==> src/rtl/bedcl_pkg.sv <==
// Shared types and constants for the button debouncer with click latch.
// Used by the channel interfaces, the button table and the top level.
// No dependencies.
package bedcl_pkg;

  // Field widths of the request and response items.
  localparam int CMD_W    = 2;
  localparam int BUTTON_W = 3;
  localparam int TIME_W   = 32;
  localparam int MS_W     = 16;

  // Configuration port.
  localparam int REG_IDX_W = 1;
  localparam int CFG_DATA_W = MS_W;

  localparam logic [REG_IDX_W-1:0] REG_DEBOUNCE   = 1'd0;
  localparam logic [REG_IDX_W-1:0] REG_CLICK_HOLD = 1'd1;

  localparam logic [MS_W-1:0] DEBOUNCE_RESET   = 16'd50;
  localparam logic [MS_W-1:0] CLICK_HOLD_RESET = 16'd1000;

  localparam int NUM_BUTTONS_DEFAULT = 8;

  // Request commands; the unused code behaves as a state read.
  localparam logic [CMD_W-1:0] CMD_EDGE  = 2'd0;
  localparam logic [CMD_W-1:0] CMD_CLICK = 2'd1;
  localparam logic [CMD_W-1:0] CMD_STATE = 2'd2;

  typedef struct packed {
    logic [CMD_W-1:0]    command;
    logic [BUTTON_W-1:0] button;
    logic                level;
    logic [TIME_W-1:0]   now_ms;
  } req_t;

  typedef struct packed {
    logic              is_pressed;
    logic              click_seen;
    logic [TIME_W-1:0] press_time;
  } rsp_t;

  typedef struct packed {
    logic [MS_W-1:0] debounce_ms;
    logic [MS_W-1:0] click_hold_ms;
  } cfg_t;

endpackage

==> src/rtl/bedcl_if.sv <==
// Valid/ready channel interfaces for requests, responses and register writes.
// Depends on bedcl_pkg for the field widths.
interface bedcl_req_if;
  import bedcl_pkg::*;
  logic                valid;
  logic                ready;
  logic [CMD_W-1:0]    command;
  logic [BUTTON_W-1:0] button;
  logic                level;
  logic [TIME_W-1:0]   now_ms;

  modport source (output valid, command, button, level, now_ms, input ready);
  modport sink   (input valid, command, button, level, now_ms, output ready);
endinterface

interface bedcl_rsp_if;
  import bedcl_pkg::*;
  logic              valid;
  logic              ready;
  logic              is_pressed;
  logic              click_seen;
  logic [TIME_W-1:0] press_time;

  modport source (output valid, is_pressed, click_seen, press_time, input ready);
  modport sink   (input valid, is_pressed, click_seen, press_time, output ready);
endinterface

interface bedcl_cfg_if;
  import bedcl_pkg::*;
  logic                  valid;
  logic                  ready;
  logic [REG_IDX_W-1:0]  reg_index;
  logic [CFG_DATA_W-1:0] wdata;

  modport source (output valid, reg_index, wdata, input ready);
  modport sink   (input valid, reg_index, wdata, output ready);
endinterface

==> src/rtl/button_edge_debounce_click_latch.sv <==
// Top level of the time-lockout button debouncer with click latch.
// Depends on bedcl_pkg, the channel interfaces in bedcl_if and bedcl_table.
//
// This block debounces a table of NUM_BUTTONS buttons by locking out further
// changes of a button for debounce_ms milliseconds after each accepted change.
// Each request carries a command (edge event, read and clear click, or read
// state), a button index, a pin level and a millisecond timestamp, and gives
// exactly one response: the button's pressed flag after the request, whether
// a click query found a fresh click, and the press time while pressed. An
// accepted release latches a click, which a click query reports and clears
// only while it is at most click_hold_ms old. Indices at or above NUM_BUTTONS
// touch nothing and answer as a released button. A request is taken every
// clock cycle while the response channel does not stall; it is captured in
// an input register, and the addressed table entry is read, updated and
// written back when it moves on, together with the loading of the response
// register, which offers the response. That read-modify-write of the table
// sets the rate of one request per cycle, and because each request sees the
// state left by the one before it, back-to-back requests to the same button
// need no forwarding. Response back-pressure holds the pipeline in place.
// Registers are written through the configuration channel, which is always
// ready; they should be written only while no request is in flight. After
// reset all buttons are released with no click pending and all times zero.
module button_edge_debounce_click_latch #(
  parameter int NUM_BUTTONS = bedcl_pkg::NUM_BUTTONS_DEFAULT
) (
  input  logic        clk,
  input  logic        rst,
  bedcl_req_if.sink   req,
  bedcl_rsp_if.source rsp,
  bedcl_cfg_if.sink   cfg
);
  import bedcl_pkg::*;

  cfg_t cfg_regs;

  logic in_valid;
  req_t in_item;
  logic out_valid;
  rsp_t out_item;

  rsp_t result;
  logic advance;

  // The request in the input register moves on whenever the response
  // register is empty or is being emptied in this cycle.
  assign advance   = in_valid && (!out_valid || rsp.ready);
  assign req.ready = !in_valid || advance;

  always_ff @(posedge clk) begin
    if (rst) begin
      in_valid <= 1'b0;
    end else if (req.ready) begin
      in_valid <= req.valid;
    end
  end

  always_ff @(posedge clk) begin
    if (req.ready && req.valid) begin
      in_item.command <= req.command;
      in_item.button  <= req.button;
      in_item.level   <= req.level;
      in_item.now_ms  <= req.now_ms;
    end
  end

  // The table is updated in the same cycle that the response is loaded.
  bedcl_table #(
    .NUM_BUTTONS (NUM_BUTTONS)
  ) u_table (
    .clk    (clk),
    .rst    (rst),
    .load   (advance),
    .item   (in_item),
    .cfg    (cfg_regs),
    .result (result)
  );

  always_ff @(posedge clk) begin
    if (rst) begin
      out_valid <= 1'b0;
    end else if (advance) begin
      out_valid <= 1'b1;
    end else if (rsp.ready) begin
      out_valid <= 1'b0;
    end
  end

  always_ff @(posedge clk) begin
    if (advance) begin
      out_item <= result;
    end
  end

  assign rsp.valid      = out_valid;
  assign rsp.is_pressed = out_item.is_pressed;
  assign rsp.click_seen = out_item.click_seen;
  assign rsp.press_time = out_item.press_time;

  // Configuration registers.
  assign cfg.ready = 1'b1;

  always_ff @(posedge clk) begin
    if (rst) begin
      cfg_regs.debounce_ms   <= DEBOUNCE_RESET;
      cfg_regs.click_hold_ms <= CLICK_HOLD_RESET;
    end else if (cfg.valid) begin
      unique case (cfg.reg_index)
        REG_DEBOUNCE:   cfg_regs.debounce_ms   <= cfg.wdata;
        REG_CLICK_HOLD: cfg_regs.click_hold_ms <= cfg.wdata;
        default: begin
          cfg_regs <= cfg_regs;
        end
      endcase
    end
  end

endmodule

==> src/rtl/bedcl_table.sv <==
// Per-button state table with its read-modify-write update.
// Depends on bedcl_pkg for the request, response and configuration types.
module bedcl_table #(
  parameter int NUM_BUTTONS = bedcl_pkg::NUM_BUTTONS_DEFAULT
) (
  input  logic             clk,
  input  logic             rst,
  input  logic             load,
  input  bedcl_pkg::req_t  item,
  input  bedcl_pkg::cfg_t  cfg,
  output bedcl_pkg::rsp_t  result
);
  import bedcl_pkg::*;

  localparam int IDX_W = (NUM_BUTTONS > 1) ? $clog2(NUM_BUTTONS) : 1;

  logic                 pressed_flag  [NUM_BUTTONS];
  logic [TIME_W-1:0]    change_time   [NUM_BUTTONS];
  logic                 click_pending [NUM_BUTTONS];
  logic [TIME_W-1:0]    click_time    [NUM_BUTTONS];

  logic [BUTTON_W+IDX_W-1:0] button_wide;
  logic [IDX_W-1:0]          idx;
  logic                      in_range;

  logic              cur_pressed;
  logic [TIME_W-1:0] cur_change;
  logic              cur_pending;
  logic [TIME_W-1:0] cur_click;

  logic [TIME_W-1:0] since_change;
  logic [TIME_W-1:0] since_click;
  logic              edge_ok;
  logic              click_ok;

  logic              pressed_next;
  logic [TIME_W-1:0] change_next;
  logic              pending_next;
  logic [TIME_W-1:0] click_next;

  assign button_wide = {{IDX_W{1'b0}}, item.button};
  assign idx         = button_wide[IDX_W-1:0];
  assign in_range    = (32'(item.button) < 32'(NUM_BUTTONS));

  assign cur_pressed = pressed_flag[idx];
  assign cur_change  = change_time[idx];
  assign cur_pending = click_pending[idx];
  assign cur_click   = click_time[idx];

  assign since_change = item.now_ms - cur_change;
  assign since_click  = item.now_ms - cur_click;

  always_comb begin
    edge_ok  = 1'b0;
    click_ok = 1'b0;
    unique case (item.command)
      CMD_EDGE: begin
        // A high level only matters while pressed, a low level only while released.
        edge_ok = in_range && (item.level == cur_pressed) &&
                  (since_change > {{(TIME_W-MS_W){1'b0}}, cfg.debounce_ms});
      end
      CMD_CLICK: begin
        click_ok = in_range && cur_pending &&
                   !(since_click > {{(TIME_W-MS_W){1'b0}}, cfg.click_hold_ms});
      end
      default: begin
        edge_ok  = 1'b0;
        click_ok = 1'b0;
      end
    endcase
  end

  always_comb begin
    pressed_next = cur_pressed;
    change_next  = cur_change;
    pending_next = cur_pending;
    click_next   = cur_click;
    if (edge_ok) begin
      pressed_next = ~item.level;
      change_next  = item.now_ms;
      if (item.level) begin
        pending_next = 1'b1;
        click_next   = item.now_ms;
      end
    end else if (click_ok) begin
      pending_next = 1'b0;
      click_next   = '0;
    end
  end

  assign result.is_pressed = in_range && pressed_next;
  assign result.click_seen = click_ok;
  assign result.press_time = (in_range && pressed_next) ? change_next : '0;

  for (genvar i = 0; i < NUM_BUTTONS; i++) begin : g_entry
    always_ff @(posedge clk) begin
      if (rst) begin
        pressed_flag[i]  <= 1'b0;
        change_time[i]   <= '0;
        click_pending[i] <= 1'b0;
        click_time[i]    <= '0;
      end else if (load && in_range && (idx == IDX_W'(i))) begin
        pressed_flag[i]  <= pressed_next;
        change_time[i]   <= change_next;
        click_pending[i] <= pending_next;
        click_time[i]    <= click_next;
      end
    end
  end

endmodule
==> src/flat_wrapper.sv <==
// flat-port wrapper written by rule: the top's interface ports become plain ports
module button_edge_debounce_click_latch_flat import bedcl_pkg::*;
#(
  parameter int NUM_BUTTONS = bedcl_pkg::NUM_BUTTONS_DEFAULT
)
  (clk, rst, req_valid, req_command, req_button, req_level, req_now_ms, req_ready, rsp_valid, rsp_is_pressed, rsp_click_seen, rsp_press_time, rsp_ready, cfg_valid, cfg_reg_index, cfg_wdata, cfg_ready);
  bedcl_req_if req_i ();
  bedcl_rsp_if rsp_i ();
  bedcl_cfg_if cfg_i ();
  input  logic clk;
  input  logic rst;
  input wire logic [$bits(req_i.valid)-1:0] req_valid;
  input wire logic [$bits(req_i.command)-1:0] req_command;
  input wire logic [$bits(req_i.button)-1:0] req_button;
  input wire logic [$bits(req_i.level)-1:0] req_level;
  input wire logic [$bits(req_i.now_ms)-1:0] req_now_ms;
  output wire logic [$bits(req_i.ready)-1:0] req_ready;
  output wire logic [$bits(rsp_i.valid)-1:0] rsp_valid;
  output wire logic [$bits(rsp_i.is_pressed)-1:0] rsp_is_pressed;
  output wire logic [$bits(rsp_i.click_seen)-1:0] rsp_click_seen;
  output wire logic [$bits(rsp_i.press_time)-1:0] rsp_press_time;
  input wire logic [$bits(rsp_i.ready)-1:0] rsp_ready;
  input wire logic [$bits(cfg_i.valid)-1:0] cfg_valid;
  input wire logic [$bits(cfg_i.reg_index)-1:0] cfg_reg_index;
  input wire logic [$bits(cfg_i.wdata)-1:0] cfg_wdata;
  output wire logic [$bits(cfg_i.ready)-1:0] cfg_ready;
  assign req_i.valid = req_valid;
  assign req_i.command = req_command;
  assign req_i.button = req_button;
  assign req_i.level = req_level;
  assign req_i.now_ms = req_now_ms;
  assign req_ready = req_i.ready;
  assign rsp_valid = rsp_i.valid;
  assign rsp_is_pressed = rsp_i.is_pressed;
  assign rsp_click_seen = rsp_i.click_seen;
  assign rsp_press_time = rsp_i.press_time;
  assign rsp_i.ready = rsp_ready;
  assign cfg_i.valid = cfg_valid;
  assign cfg_i.reg_index = cfg_reg_index;
  assign cfg_i.wdata = cfg_wdata;
  assign cfg_ready = cfg_i.ready;
  button_edge_debounce_click_latch #(.NUM_BUTTONS(NUM_BUTTONS)) u_core (.clk(clk), .rst(rst), .req(req_i), .rsp(rsp_i), .cfg(cfg_i));
endmodule
==> config.mk <==
export PLATFORM = sky130hd
export DESIGN_NAME = button_edge_debounce_click_latch_flat
export DESIGN_NICKNAME = d
export VERILOG_FILES = /design/src/rtl/bedcl_pkg.sv /design/src/rtl/bedcl_if.sv /design/src/rtl/button_edge_debounce_click_latch.sv /design/src/rtl/bedcl_table.sv /design/src/flat_wrapper.sv
export SDC_FILE = /design/constraint.sdc
export NUM_CORES = 1
export LEC_CHECK = 0
export BUFFER_PORTS_ARGS = -buffer_cell sky130_fd_sc_hd__clkbuf_2
export CORE_MARGIN = 2
export CORE_UTILIZATION = 55
export CTS_CLUSTER_DIAMETER = 30
export DETAILED_ROUTE_END_ITERATION = 12
export GPL_TIMING_DRIVEN = 0
export PLACE_DENSITY = 0.75
export SLEW_MARGIN = 5
export SYNTH_ARGS = -nofsm -noshare
export SYNTH_HDL_FRONTEND = slang
export SYNTH_SLANG_ARGS = --single-unit
==> constraint.sdc <==
create_clock -name clk -period 12.5 [get_ports clk]
set_clock_uncertainty 0.1 [all_clocks]
set_input_delay 1.25 -clock clk [delete_from_list [all_inputs] [get_ports clk]]
set_output_delay 1.25 -clock clk [all_outputs]
set_load 0.02 [all_outputs]
Yosys cells after proc, flatten, opt, wreduce, memory -nomap -nowiden

Memories as Yosys holds them, arrays and structs flattened. A register that Yosys moved wholly into a read port is not among the register bits.
Cells that the tools add are included.

Input bits: 60
Flip-flop bits (word level): 106
Memory bits (writable): 528
Output and inout port bits: 37
Memories kept: 4

Muxes and demuxes: 74
Bitwise logic cells: 34
$lt $le $gt $ge: 2
Reductions and logical operators: 22
$add $sub $neg: 2
Eq/ne operators: 9

Memories:

| memory                       | words | width | read ports | clocked after memory_dff | write ports | line              | text |
|---|---|---|---|---|---|---|---|
| u_core.u_table.change_time   | 8     | 32    | 1          | 1                        | 8           | bedcl_table.sv:18 | `logic [TIME_W-1:0] change_time [NUM_BUTTONS];` |
| u_core.u_table.click_time    | 8     | 32    | 1          | 1                        | 8           | bedcl_table.sv:20 | `logic [TIME_W-1:0] click_time [NUM_BUTTONS];` |
| u_core.u_table.click_pending | 8     | 1     | 1          | 1                        | 8           | bedcl_table.sv:19 | `logic click_pending [NUM_BUTTONS];` |
| u_core.u_table.pressed_flag  | 8     | 1     | 1          | 1                        | 8           | bedcl_table.sv:17 | `logic pressed_flag [NUM_BUTTONS];` |

Operators by type and width:

| kind                 | number |
|---|---|
| $mux W32             | 20 |
| $gt A32 B16 Y1       | 2 |
| $sub A32 B32 Y32     | 2 |
| $mux W1              | 50 |
| $or A1 B1 Y1         | 32 |
| $eq A3 B3 Y1 const B | 4 |
| $logic_and A1 B1 Y1  | 12 |
| $mux W3              | 4 |
| $eq A3 B2 Y1 const B | 2 |
| $reduce_and A2 Y1    | 2 |
| $eq A3 B1 Y1 const B | 1 |
| $logic_not A1 Y1     | 3 |
| $logic_not A3 Y1     | 1 |
| $eq A2 B1 Y1 const B | 1 |
| $logic_not A2 Y1     | 1 |
| $logic_or A1 B1 Y1   | 2 |
| $not A1 Y1           | 2 |
| $reduce_bool A2 Y1   | 1 |
| $eq A1 B1 Y1         | 1 |

Longest topological paths before layout

Gate-level depths: netlist of the first run.

Word-level depth: 8
Gate-level depth with buffers: 31
Gate-level depth less buffers: 26

Modules after synthesis

From an unflattened synthesis of the first run, not the netlist that was laid out.

Cells, all modules: 2,532
Area total of the unflattened synthesis: 33,027.9 um^2

Modules (own cells, without submodules):

| module                           | cells each | seq. area each (um^2) | area each (um^2) | times used |
|---|---|---|---|---|
| bedcl_table                      | 2,322      | 15,855.2              | 29,442.0         | 1 |
| button_edge_debounce_click_latch | 210        | 2,842.7               | 3,585.9          | 1 |

Worst setup path before layout of the first run

OpenSTA, ideal clock, no wires.

Path kind: input to register
From: in rsp_ready
To: mem u_core.u_table.change_time[1][0] (enable)
Slack: 4.539 ns
Data required time: 11.812 ns
Library setup time: 0.588 ns
Arrival time: 7.273 ns
Stages: 5
Cells stage by stage: nor2b_1 > nand2b_1 > inv_1 > nand2_1 > o31ai_1

RTL lines:

| item               | line               | text |
|---|---|---|
| start: declaration | flat_wrapper.sv:22 | `input wire logic [$bits(rsp_i.ready)-1:0] rsp_ready;` |
| end: declaration   | bedcl_table.sv:18  |  |

==> results.yml, run 1 <==
route:
  via_count: 23513
  post-route-drc-count: 0
  drtAntennaViolNets: 0
  wirelength_um: 96590
  drt_iter0_drc: 3256
  wire_per_inst_um: 26.64
  vias_per_cell: 6.485
  drt_pre_antenna_iters: 6
floorplanning:
  core_um2: 57370
  die_h_um: 244.2
  die-area_um2: 59630
  die_width_um: 244.2
  rows: 88
  pin_count: 97
  initial_core_util: 0.5531
logic_synthesis:
  synth.cell_area_um2: 31730
  ys_seq_elements: 637
  synthFlopType: "edfxtp_1"
  synth_nets: 2677
  synth_cell_type_count: 72
  synth-warning-count: 0
  avgSynthCellArea_um2: 12.60
  synth-edff-count: 600
  seq_area_frac_synth: 0.5912
  synth_cells: 2519
  synth_async_sr_flop_share: 0
clocking:
  clockBufferDepth: 3
  cts_setup_buffers: 0
  cts.sinks: 637
  clkLatencyLatePin_ns: 0.70
  cts_resized: 0
  clk_pin_slew_ns: 0.05
  ctsHoldBuffers: 0
  cts_tree: "yes"
  cts_root_buffer: "clkbuf_16"
  numCtsBuffers: 121
  h-tree-depth: 3
timing:
  fmax_mhz: 100.0
  rsz0062_at_grt: "false"
  relSlewSlack: 0.1820
  worst_slack_ns: 2.500
  setup_tns_ns: 0
  worst_pin_slew_ns: 1.227
  finalSetupViolations: 0
  report.final.slew_viol_count: 0
  hold_viol: 0
  fin_crit_ns: 10.00
  fin_crit_sh: 0.8000
hold_path:
  timing.hold.worst_path_depth: 2
  hp-class: "flip-flop to flip-flop"
  min_from: "u_core.cfg_regs[10]"
finish:
  syn_to_final_growth_pct: 18.81
  finalNetCount: 2914
  fillCellCount: 4094
  seq_area_um2: 18760
  multi_input_area_um2: 12170
  final_cell_mix: "edfxtp_1, nor2_1, nor3_1"
  final_layout_size_suffix_gt1_frac: 0.1730
  final_common_cell: "edfxtp_1"
  layoutNonFillerInstCount: 3626
  design_area_um2: 37700
  antenna_cells: 0
global_route:
  grtUsageMet1: 0.4529
  grt_pass1_vias: 23332
  grt-ovfl-total: 0
  grt.met3_usage: 0.07913
  top_usage_layer: "met2"
  grtUsageTotal: 0.3278
  grt_max_degree: 45
  grt_pass1_wl_um: 144100
  antenna_found_initial: 0
  gr-usage-met2: 0.5016
pwr:
  p_per_area_nw_per_um2: 179.3
  leakage_uw: 0.01410
  peakVddDrop_uv: 150.4
placed_design:
  dpl.cell_count: 3398
  placed_area_um2: 33640
  pre_cts_ws_ns: 2.730
  gp_congestion: 0.9620
  dp_hpwl_um: 64600
  port_buffers: 95
job:
  drv_cap: 0
critical_path:
  cp.arrival_ns: 10.28
  worst-r2r-cell-count: 27
  crit_type: "flip-flop to flip-flop"
  path_max_fanout: 10
  cp.required_ns: 12.78
  crit_path_start_kind: "flip-flop"
  cp-end-kind: "flip-flop"
outcome:
  status: "complete, no violations"
final cells by class:
type | count | share of cell area
sequential | 637 | 0.4976
tap | 765 | 0.02539
buffer | 136 | 0.01440
timing repair buffer | 114 | 0.02337
multi-input combinational | 1658 | 0.3229
clock buffer | 140 | 0.08357
inverter | 88 | 0.008762
clock inverter | 88 | 0.02400
synthesized netlist by cell type (all sizes together), types with 10 or more instances:
| cell type | instances | area, µm² |
|---|---|---|
| nand4 | 24 | 150.1 |
| o21ai | 75 | 375.4 |
| ha | 96 | 1201 |
| inv | 88 | 330.3 |
| nand2 | 165 | 619.3 |
| clkbuf | 102 | 382.9 |
| nor2 | 357 | 1340 |
| mux4 | 132 | 2973 |
| dfxtp | 37 | 740.7 |
| o21bai | 10 | 75.07 |
| xor2 | 18 | 157.7 |
| o211ai | 14 | 105.1 |
| nand2b | 10 | 62.56 |
| or3 | 12 | 75.07 |
| a21o | 31 | 232.7 |
| and2 | 13 | 81.33 |
| buf | 34 | 158.9 |
| a211oi | 13 | 102.6 |
| edfxtp | 600 | 18020 |
| xnor2 | 22 | 192.7 |
| o21a | 49 | 367.9 |
| nor3 | 267 | 1336 |
| nand3 | 20 | 105.1 |
| a21oi | 113 | 565.5 |
| mux2i | 99 | 991.0 |
sequential cells by signal (all words and copies together) (netlist names), named ones only:
signal and count:
u_core.rsp.press_time 32, u_core.cfg_regs 32, u_core.u_table.click_time 256, u_core.u_table.pressed_flag 8, u_core.in_item 38, u_core.u_table.click_pending 8, u_core.rsp.click_seen 1, u_core.u_table.change_time 256
u_core.rsp.valid 1, u_core.rsp.is_pressed 1, u_core.in_valid 1
cell families after synthesis:
group	count (synthesis)	synth area share
muxes	237	0.1271
buffers and inverters	224	0.02748
AOI/OAI and AO/OA	368	0.07484
DFF	637	0.5912
other	1	0.0001182
adders and majority gates	98	0.03912
xor gates and xnor gates	40	0.01104
and+or+nand+nor	914	0.1292
critical path, stage by stage (launching register included):
cell and delay, ns:
dfxtp_1 0.30, buf_2 0.23, buf_2 0.40, buf_1 0.77
buf_1 0.91, mux4_2 0.63, mux2i_1 0.25, inv_1 0.08
ha_1 0.22, fa_1 0.43, nor2b_1 0.19, o2111ai_1 0.22
a21oi_1 0.49, nor2_1 0.21, xnor2_1 0.23, ha_1 0.31
nand4_1 0.13, or3_1 0.42, or2_2 0.30, o31a_1 0.16
a221oi_1 0.24, o2111ai_1 0.18, nor4_1 0.26, nand4_1 0.17
nor4_2 0.92, buf_2 0.45, o21a_1 0.35, nor3_1 0.11
through the flow:
stage / hold slack, ns / utilization / power [µW]
after floorplan: 0.3363 / - / 3241
after global routing: 0.3783 / 0.6572 / 6956
after detailed placement: 0.3475 / 0.5865 / 3566
after CTS: 0.3582 / 0.6572 / 6741
final: 0.3635 / 0.6572 / 6761
after global placement: 0.3506 / 0.5781 / 3541
path summary, 6_finish.rpt:
kind | slack (ns) | end
max | 2.50 | u_core.u_table.click_time[3][3]
max reg2reg | 2.50 | u_core.u_table.click_time[3][3]
min reg2reg | 0.36 | u_core.cfg_regs[10]
min | 0.36 | u_core.cfg_regs[10]
layer usage:
metal | part of all wire | wire [µm]
met4 | 0.046 | 4462
met5 | 0 | 0
met1 | 0.38 | 37150
met3 | 0.12 | 11870
met2 | 0.45 | 43100
report_power, final:
group	switching [µW]	internal [µW]	total, µW
clock network	1160	2030	3200
registers	49.4	2430	2480
logic	689	391	1080
(Power assumes the default switching activity.)
==> inputs of run 2 (changes only) <==
Clock period 12.5 ns to 9.4 ns, I/O delays scaled along.
==> run 2 against run 1 <==
Non-clock buffer count grew 2. Sequential share of layout area shrank 0.063 points. Cell area grew 0.13%. Clock power grew 33%. Via count is essentially flat. Worst setup slack lost 2.0 ns.
==> results.yml, run 2 (synthesis gave the netlist of run 1 again) <==
outcome:
  status: "complete, no violations"
pwr:
  leakage_uw: 0.01415
  p_per_area_nw_per_um2: 238.4
  p_total_uw: 8997
  peakVddDrop_uv: 200.3
route:
  wirelength_um: 96790
  drt_pre_antenna_iters: 6
  via_count: 23527
  vias_per_cell: 6.485
  wire_per_inst_um: 26.68
  post-route-drc-count: 0
  drtAntennaViolNets: 0
  drt_iter0_drc: 3313
finish:
  antenna_cells: 0
  final_cell_mix: "edfxtp_1, nor2_1, nor3_1"
  largestRegisters: "u_core.u_table.change_time: 256 flops, u_core.u_table.click_time: 256 flops, u_core.in_item: 38 flops"
  syn_to_final_growth_pct: 18.96
  final_common_cell: "edfxtp_1"
  finalNetCount: 2916
  final_layout_size_suffix_gt1_frac: 0.1767
critical_path:
  crit_type: "flip-flop to flip-flop"
  cp-end-kind: "flip-flop"
  cp_common_cell: "buf_2"
  path_max_fanout: 10
  crit_family: "buffers and inverters"
  crit_path_start_kind: "flip-flop"
  critPathBufInv: 7
  slowest_delay_ns: 0.60
  crit_slowest_cell: "clkdlybuf4s15_2"
  cp.required_ns: 9.68
  cp.arrival_ns: 9.15
global_route:
  grt_pass1_wl_um: 144100
  grtUsageTotal: 0.3279
  grt_pass1_vias: 23351
  antenna_found_initial: 0
  grt-ovfl-total: 0
  grt_max_degree: 45
timing:
  fin_crit_ns: 8.873
  fin_crit_sh: 0.9439
  finalSetupViolations: 0
  hold_viol: 0
  relSlewSlack: 0.1885
  fmax_mhz: 112.7
  rsz0062_at_grt: "false"
  report.final.slew_viol_count: 0
  worst_slack_ns: 0.5273
  worst_pin_slew_ns: 1.217
placed_design:
  dp_hpwl_um: 64600
  port_buffers: 95
  gp_congestion: 0.9620
  pre_cts_ws_ns: -0.3696
job:
  drv_cap: 0
floorplanning:
  core_um2: 57370
  die_h_um: 244.2
  pin_count: 97
  die-area_um2: 59630
  rows: 88
  die_width_um: 244.2
  initial_core_util: 0.5531
clocking:
  cts_root_buffer: "clkbuf_16"
  numCtsBuffers: 121
  cts_tree: "yes"
  clockBufferDepth: 3
  clkLatencyLatePin_ns: 0.69
  cts.sinks: 637
  clk_pin_slew_ns: 0.05
  h-tree-depth: 3
  ctsHoldBuffers: 0
hold_path:
  hp-class: "input pin to flip-flop"
-- run 2: what timing repair did --
item,in CTS,in global routing
gates cloned,0,0
setup endpoints to repair,258,543
setup buffers,0,2
gates resized for setup,4,19
pin swaps,0,1
-- run 2: report_power, final --
part           switching (µW)  internal (µW)
Clock                    1550           2700
Sequential               65.7           3240
Combinational             920            521
-- run 2: cell type report --
cell class	count	area, µm²
sequential	637	18760
tap	765	957.2
clock buffer	140	3151
inverter	88	330.3
clock inverter	88	904.6
multi-input combinational	1658	12180
fill	4088	19620
timing repair buffer	116	895.9
buffer	136	566.8
-- run 2: per-layer routing --
metal / wire (µm) / vias to the layer above / GRT usage / share of wire
li1: - / 10097 / - / -
met1: 37450 / 11532 / 0.4526 / 0.39
met2: 43560 / 1617 / 0.5013 / 0.45
met3: 11670 / 281 / 0.07968 / 0.12
met4: 4110 / 0 / 0.1379 / 0.042
met5: 0 / - / 0 / 0
-- run 2: metrics by stage --
| step | instance area [µm²] | util | cells | hold slack (ns) | setup TNS, ns |
|---|---|---|---|---|---|
| detailed placement | 33640 | 0.5865 | 3398 | 0.3475 | -74.55 |
| global placement | 33160 | 0.5781 | 3379 | 0.3506 | -915.81 |
| finish | 37750 | 0.6580 | 3628 | 0.3195 | 0 |
| floorplan | 31730 | - | 2519 | 0.3363 | 0 |
| CTS | 37720 | 0.6576 | 3626 | 0.2988 | 0 |
| global route | 37750 | 0.6580 | 3628 | 0.3069 | 0 |
-- run 2: worst reg2reg max path, delay by kind of cell, from the launching register on --
family | cells | cell delay (ns)
muxes | 2 | 0.84
and+or+nand+nor | 9 | 2.19
buffers and inverters | 7 | 2.29
DFF | 1 | 0.30
adders and majority gates | 3 | 0.96
AOI/OAI and AO/OA | 6 | 1.65
xor gates and xnor gates | 1 | 0.23
-- run 2: final timing paths --
path	start	to	slack [ns]	cells past startpoint
max reg2reg	flip-flop	u_core.u_table.click_time[3][3]	0.53	28
min	req_now_ms[24]	u_core.in_item[24]	0.32	1
min reg2reg	u_core.cfg_regs[31]	u_core.cfg_regs[31]	0.36	2
max	flip-flop	u_core.u_table.click_time[3][3]	0.53	28
